File: src/design/aff2d_pkg.sv
// Package: constants, command codes, state types and unit structs of the affine unit
`default_nettype none
package aff2d_pkg;

   // Default fixed-point fraction bits and CORDIC length
   localparam int FRAC_BITS_DEF    = 16;
   localparam int CORDIC_STEPS_DEF = 16;

   // CORDIC working precision and angle constants at CW fraction bits
   localparam int          CW         = 30;
   localparam int          ATAN_LEN   = 24;
   localparam logic [33:0] TWO_PI_W   = 34'd6746518852;
   localparam logic [33:0] PI_W       = 34'd3373259426;
   localparam logic [33:0] HALF_PI_W  = 34'd1686629713;
   localparam logic [33:0] INV_GAIN_W = 34'd652032874;

   // Command codes
   typedef enum logic [3:0] {
      CMD_IDENTITY      = 4'd0,
      CMD_SET_TRANSLATE = 4'd1,
      CMD_SET_ROTATE    = 4'd2,
      CMD_SET_SCALE     = 4'd3,
      CMD_SET_SHEAR     = 4'd4,
      CMD_SET_COMBINED  = 4'd5,
      CMD_CMP_TRANSLATE = 4'd6,
      CMD_CMP_ROTATE    = 4'd7,
      CMD_CMP_SCALE     = 4'd8,
      CMD_CMP_SHEAR     = 4'd9,
      CMD_TRANSFORM     = 4'd10
   } cmd_type;

   // Sequencer states of the top level
   typedef enum logic [2:0] {
      ST_IDLE,
      ST_SINCOS,
      ST_MUL,
      ST_DRAIN,
      ST_FINISH
   } state_type;

   // Phases of the sine/cosine unit
   typedef enum logic [2:0] {
      SC_IDLE,
      SC_REDUCE,
      SC_FOLD,
      SC_ROTATE,
      SC_ROUND
   } sc_phase_type;

   // How the operand selector fills the slots for one command
   typedef enum logic [1:0] {
      MODE_LOAD,
      MODE_COMBINED,
      MODE_COMPOSE,
      MODE_POINT
   } mode_type;

   // One multiply-accumulate beat issued by the sequencer
   typedef struct packed {
      logic               valid;
      logic               neg;
      logic               second;
      logic [2:0]         slot;
      logic signed [31:0] add;
      logic signed [32:0] a;
      logic signed [32:0] b;
   } mac_op_type;

   // One finished, saturated slot value
   typedef struct packed {
      logic               valid;
      logic [2:0]         slot;
      logic signed [31:0] value;
      logic               ovf;
   } mac_res_type;

   // Arctangent of 2^-i at CW fraction bits
   function automatic logic [29:0] atan_at(input logic [4:0] i);
      logic [29:0] r;
      unique case (i)
         5'd0:  r = 30'd843314857;
         5'd1:  r = 30'd497837829;
         5'd2:  r = 30'd263043837;
         5'd3:  r = 30'd133525159;
         5'd4:  r = 30'd67021687;
         5'd5:  r = 30'd33543516;
         5'd6:  r = 30'd16775851;
         5'd7:  r = 30'd8388437;
         5'd8:  r = 30'd4194283;
         5'd9:  r = 30'd2097149;
         5'd10: r = 30'd1048576;
         5'd11: r = 30'd524288;
         5'd12: r = 30'd262144;
         5'd13: r = 30'd131072;
         5'd14: r = 30'd65536;
         5'd15: r = 30'd32768;
         5'd16: r = 30'd16384;
         5'd17: r = 30'd8192;
         5'd18: r = 30'd4096;
         5'd19: r = 30'd2048;
         5'd20: r = 30'd1024;
         5'd21: r = 30'd512;
         5'd22: r = 30'd256;
         5'd23: r = 30'd128;
         default: r = 30'd0;
      endcase
      return r;
   endfunction

endpackage
`default_nettype wire

File: src/design/aff2d_mac.sv
// Shared multiply-accumulate unit: registered product, rounding, sum and saturation
`default_nettype none
module aff2d_mac
   import aff2d_pkg::*;
#(
   parameter int FRAC_BITS = FRAC_BITS_DEF
) (
   input  wire logic        clock,
   input  wire logic        reset,
   input  wire mac_op_type  op,
   output mac_res_type      res
);

   localparam logic signed [65:0] HALF_LSB = 66'sd1 <<< (FRAC_BITS - 1);
   localparam logic signed [67:0] MAX32    = 68'sd2147483647;
   localparam logic signed [67:0] MIN32    = -68'sd2147483648;

   logic signed [65:0] p_ff;
   logic               valid_ff;
   logic               neg_ff;
   logic               second_ff;
   logic [2:0]         slot_ff;
   logic signed [31:0] add_ff;
   logic signed [67:0] acc_ff;

   logic signed [65:0] rnd;
   logic signed [66:0] term;
   logic signed [67:0] sum;

   // Product stage
   always_ff @(posedge clock) begin
      if (reset) begin
         valid_ff <= 1'b0;
      end else begin
         valid_ff <= op.valid;
      end
      p_ff      <= op.a * op.b;
      neg_ff    <= op.neg;
      second_ff <= op.second;
      slot_ff   <= op.slot;
      add_ff    <= op.add;
   end

   // Round to nearest, ties up, then sign and add
   always_comb begin
      rnd  = (p_ff + HALF_LSB) >>> FRAC_BITS;
      term = neg_ff ? -{rnd[65], rnd} : {rnd[65], rnd};
      sum  = acc_ff + {term[66], term};
   end

   // Hold the first term of a slot
   always_ff @(posedge clock) begin
      if (valid_ff && !second_ff) begin
         acc_ff <= {{36{add_ff[31]}}, add_ff} + {term[66], term};
      end
   end

   // Saturate the finished slot
   always_comb begin
      res.valid = valid_ff && second_ff;
      res.slot  = slot_ff;
      res.ovf   = 1'b0;
      if (sum > MAX32) begin
         res.value = 32'sh7fffffff;
         res.ovf   = 1'b1;
      end else if (sum < MIN32) begin
         res.value = 32'sh80000000;
         res.ovf   = 1'b1;
      end else begin
         res.value = sum[31:0];
      end
   end

endmodule
`default_nettype wire

File: config.mk
export PLATFORM = sky130hd
export DESIGN_NAME = aff2d_mac
export DESIGN_NICKNAME = d
export VERILOG_FILES = /design/src/design/aff2d_pkg.sv /design/src/design/aff2d_mac.sv
export SDC_FILE = /design/constraint.sdc
export NUM_CORES = 2
export LEC_CHECK = 0
export ABC_AREA = 1
export BUFFER_PORTS_ARGS = -buffer_cell sky130_fd_sc_hd__buf_4
export CELL_PAD_IN_SITES_DETAIL_PLACEMENT = 0
export CELL_PAD_IN_SITES_GLOBAL_PLACEMENT = 1
export CORE_ASPECT_RATIO = 0.7
export CORE_MARGIN = 8
export CORE_UTILIZATION = 25
export CTS_CLUSTER_DIAMETER = 150
export CTS_CLUSTER_SIZE = 14
export DETAILED_ROUTE_END_ITERATION = 6
export PLACE_DENSITY_LB_ADDON = 0.15
export SYNTH_ARGS = -nofsm -noshare
export SYNTH_HDL_FRONTEND = slang
export SYNTH_SLANG_ARGS = --single-unit
File: constraint.sdc
create_clock -name clock -period 9.3 [get_ports clock]
set_input_delay 0.465 -clock clock [delete_from_list [all_inputs] [get_ports clock]]
set_output_delay 0.465 -clock clock [all_outputs]
set_load 0.02 [all_outputs]
# [Word-level counts from Yosys, hierarchy flattened]
# Cells that the tools add are included.
[totals] register_bits=172 inputBits=106 out_inout_bits=37 word_cells=21
[classes] add_sub_neg=4 mul=1 order_cmp=2 n_mux=4 reduce_logical=3
[ops] op="adder 32 x 67 -> 68 bit" n=1
[ops] op="adder 68 bit" n=1
[ops] op="> comparator 68 x 32 -> 1 bit, second input constant" n=1
[ops] op="less-than comparator 68 x 32 -> 1 bit, second input constant" n=1
[ops] op="2-to-1 mux 67 bit" n=1
[ops] op="negator 67 bit" n=1
[ops] op="adder 66 x 17 -> 66 bit, second input constant" n=1
[ops] op="multiplier 33 x 33 -> 66 bit" n=1
[ops] op="2-to-1 mux 33 bit" n=1
[ops] op="2-to-1 mux 32 bit" n=1
[ops] op="logical AND 1 bit" n=2
[ops] op="zero test 1 bit" n=1
[ops] op="2-to-1 mux 1 bit" n=1

# [Depth between registers and ports, before layout]
[depth] word_depth=7 depth_mapped=40 depth_no_buf=39

# [Worst setup path before layout]
# OpenSTA, ideal clock, no wires.
[synth_timing] path_type="input-to-reg" start="input op[65] (netlist name)" end="register p_ff[61]" setup_time_ns=0.121 arrival_time_ns=7.203 required_ns=9.179 slack_ns=1.976 cell_stages=23 n_path_buf=2 cell_sequence="clkbuf_1 clkbuf_1 nand2_1 inv_1 fa_1 fa_1 fa_1 fa_1 inv_1 fa_1 fa_1 fa_1 inv_1 fa_1 ha_1 a21oi_1 inv_1 a21oi_1 o21a_1 o21ai_0 a221oi_1 nand2_1 xor2_1"
[synth_via] elab_chain_len=1
[synth_lines] item="start: declaration" line="aff2d_mac.sv:10" rtl="input wire mac_op_type op,"
[synth_lines] item="multiplier 33 x 33 -> 66 bit" line="aff2d_mac.sv:37" rtl="p_ff <= op.a * op.b;"
[synth_lines] item="end signal: assignment" line="aff2d_mac.sv:37"
[synth_lines] item="end: declaration" line="aff2d_mac.sv:18" rtl="logic signed [65:0] p_ff;"
# Every way passes these cells.
# A chain may end at the register's enable or synchronous reset.

==> impl_metrics.env <==
export IMPL_outcome="finished, final reports clean"
export IMPL_hold_path_class="input port to flop"
export IMPL_clk_latency_ns=0.54
export IMPL_cts_root_buf="clkbuf_16"
export IMPL_ys_seq_area_share_pct=6.69
export IMPL_cpMaxStageDelayCell="ha_1"
export IMPL_maxSlewViolCount=0
export IMPL_rows=146
export IMPL_path_common_cell="nand2_1"
export IMPL_wl_um=233000
export IMPL_startpoint="p_ff[15]$_DFF_P_"
export IMPL_period_needed_ns=8.79
export IMPL_dp_hpwl_um=202000
export IMPL_required_ns=8.84
export IMPL_rsz0062_at_grt="yes"
export IMPL_core_area_mm2=0.227
export IMPL_area_delta_synth_final_pct=9.27
export IMPL_min_from="reset"
export IMPL_grt_busiest_layer="met1"
export IMPL_r2r_start="p_ff[15]$_DFF_P_"
export IMPL_reg2reg_depth=25
export IMPL_tritoncts="built"
export IMPL_cts_sinks=157
export IMPL_htreeDepth=4
export IMPL_drive_gt1_share_pct=4.02
export IMPL_routedWlPerCell_um=21.5
export IMPL_synth_cell_type_count=52
export IMPL_finalClockSkew_ns=0.0324
export IMPL_use_met3_pct=2.82
export IMPL_yosys_area_top_type_share_pct=40.2
export IMPL_dpl_instance_area_mm2=0.0614
export IMPL_synth_seq_cells=157
export IMPL_met2_usage_pct=25.6
export IMPL_antenna_found_initial=6
export IMPL_yosysTopAreaCell="fa_1"
export IMPL_final_common_cell="inv_1"
export IMPL_period_share_pct=94.5
export IMPL_timing_hold_violations_final=0
export IMPL_cts_buffers=17
export IMPL_finalSetupViolCount=0
export IMPL_synth_flop_cell="dfxtp_1"
export IMPL_overflow=0
export IMPL_die_area_mm2=0.244
export IMPL_io_buffer_count=142
export IMPL_synth_edf_count=68
export IMPL_yosys_warnings=0
export IMPL_min_to="valid_ff$_SDFF_PP0_"
export IMPL_start_util_pct=25.2
export IMPL_avgViaCountPerCell=4.48
export IMPL_grt_total_usage_pct=19.0
export IMPL_crit_path_start_kind="flop"
export IMPL_io_pins=143
export IMPL_grt_pass1_wl_um=346000
export IMPL_crit_path_max_incr_delay_ns=0.60
export IMPL_die_h_um=416
export IMPL_grt_start_max_net_pins=55
export IMPL_vias=48359
export IMPL_die_x_um=587
export IMPL_r2r_setup_slack_ns=2.42
export IMPL_clkTransAtPathRegs_ns=0.07
export IMPL_use_met1_pct=31.7
export IMPL_synth_area_per_cell_um2=7.37
export IMPL_synth_async_reset_ratio_pct=0
export IMPL_route_detailed_drc=0
export IMPL_maxCapViolations=0
export IMPL_place_congestion=0.959
export IMPL_syn_nets=9357
export IMPL_end_kind="primary output"
export IMPL_synth_area_mm2=0.0571
export IMPL_slew_headroom_pct=32.4
export IMPL_synth_area_top_cells="fa_1 40%, inv_1 14%, nand2_1 13%, ha_1 7.7%, edfxtp_1 3.6%"
export IMPL_r2r_end="acc_ff[38]$_DFFE_PP_"
export IMPL_worst_slew_pin_slew_ns=1.00
export IMPL_path_class="flop to primary output"
export IMPL_ant_nets=0
export IMPL_layout_common_cells="2082 x inv_1, 2032 x nand2_1, 1146 x fa_1"
export IMPL_drt_iter0_drc=3812
export IMPL_critPathMaxFanout=10
export IMPL_grt_pass1_vias=50439
export IMPL_fin_area_mm2=0.0624
export IMPL_clk_path_buf_depth=2
export IMPL_arrival_ns=8.32
export IMPL_syn_inst=7754
export IMPL_firstDrtPassIters=6
export IMPL_fin_nets=9351
export IMPL_hold_depth=2
export IMPL_max_freq_mhz=114
-- cells in the mapped netlist (all sizes together) (2+ instances only) --
library cell / count
inv: 2085
nand2: 2054
fa: 1146
nor2: 530
ha: 351
a21oi: 296
clkbuf: 264
xor2: 175
o21ai: 154
nand3: 135
dfxtp: 89
xnor2: 71
edfxtp: 68
a31oi: 66
nand4: 65
nor3: 54
or2: 24
o21bai: 23
o21a: 19
nand3b: 14
nor4: 11
a21o: 8
buf: 8
a21boi: 6
and2: 6
a221oi: 5
a211oi: 4
o211ai: 4
o211a: 3
o221a: 3
a2111oi: 2
clkinv: 2
o2111ai: 2
o221ai: 2
-- worst max-delay path, delay by kind of cell, from the launching register on --
| kind | cells | cell delay (ns) |
|---|---|---|
| flops | 1 | 0.55 |
| xor+xnor | 1 | 0.23 |
| simple gates | 27 | 4.68 |
| buf+inv | 5 | 0.57 |
| compound gates | 2 | 0.62 |
| fa+ha+maj | 2 | 1.13 |
-- area by class of cell --
class	instances	area, µm²
sequential	157	3820
clock buffer	18	429
timing repair buffer	246	1950
multi-input combinational	5239	44400
antenna	3	7.51
fill	25138	164000
inverter	2087	7830
clock inverter	14	135
tap	3034	3800
-- state kept, by name, summed over array words and instances, names as in the netlist --
| name | count |
|---|---|
| acc_ff | 68 |
| p_ff | 51 |
| add_ff | 32 |
| slot_ff | 3 |
| neg_ff | 1 |
| second_ff | 1 |
| valid_ff | 1 |
-- per-stage QoR --
| stage | setup TNS, ns | setup slack [ns] | cells | utilization [%] | hold slack, ns |
|---|---|---|---|---|---|
| after global placement | 0 | 0.467 | 10724 | 27.1 | 0.570 |
| after floorplan | 0 | 1.98 | 7754 | - | 0.493 |
| after global routing | -0.192 | -0.0308 | 10795 | 27.5 | 0.0697 |
| final | 0 | 0.515 | 10798 | 27.5 | 0.0964 |
| after detailed placement | 0 | 0.525 | 10724 | 27.1 | 0.571 |
| after CTS | 0 | 0.447 | 10793 | 27.5 | 0.0319 |
-- metal layers --
layer | vias up | share of wire [%]
met4 | 2 | 0.91
met2 | 1294 | 37
li1 | 22540 | -
met3 | 97 | 6.3
met5 | - | 0.0056
met1 | 24426 | 55
-- what timing repair did --
item	in CTS	in global routing
resized for setup	0	1
hold buffers	37	0
endpoints found under the setup margin	0	12
hold endpoints to repair	37	0
buffers inserted	0	1
-- logic make-up (layout without fill, tap and decap cells) --
| kind of cell | count (synthesis) | count (layout) | synth area share, % |
|---|---|---|---|
| buffers and inverters | 2359 | 2365 | 15.5 |
| DFF | 157 | 157 | 6.69 |
| AOI/OAI and AO/OA | 599 | 600 | 5.85 |
| xor gates and xnor gates | 246 | 246 | 3.77 |
| adders and majority gates | 1497 | 1497 | 47.8 |
| other | 0 | 3 | 0 |
| and+or+nand+nor | 2896 | 2896 | 20.3 |
-- worst max path at each step --
stage / end / cells after the start
final: res[1] / 37
after global routing: res[1] / 37
after CTS: res[30] / 37
after detailed placement: p_ff[51]$_DFF_P_ / 25
after global placement: p_ff[51]$_DFF_P_ / 25
after floorplan: p_ff[61]$_DFF_P_ / 23
Power is left out: the tool's default activity adds up to more than one toggle a clock period on the data nets, which glitch-free logic cannot reach.
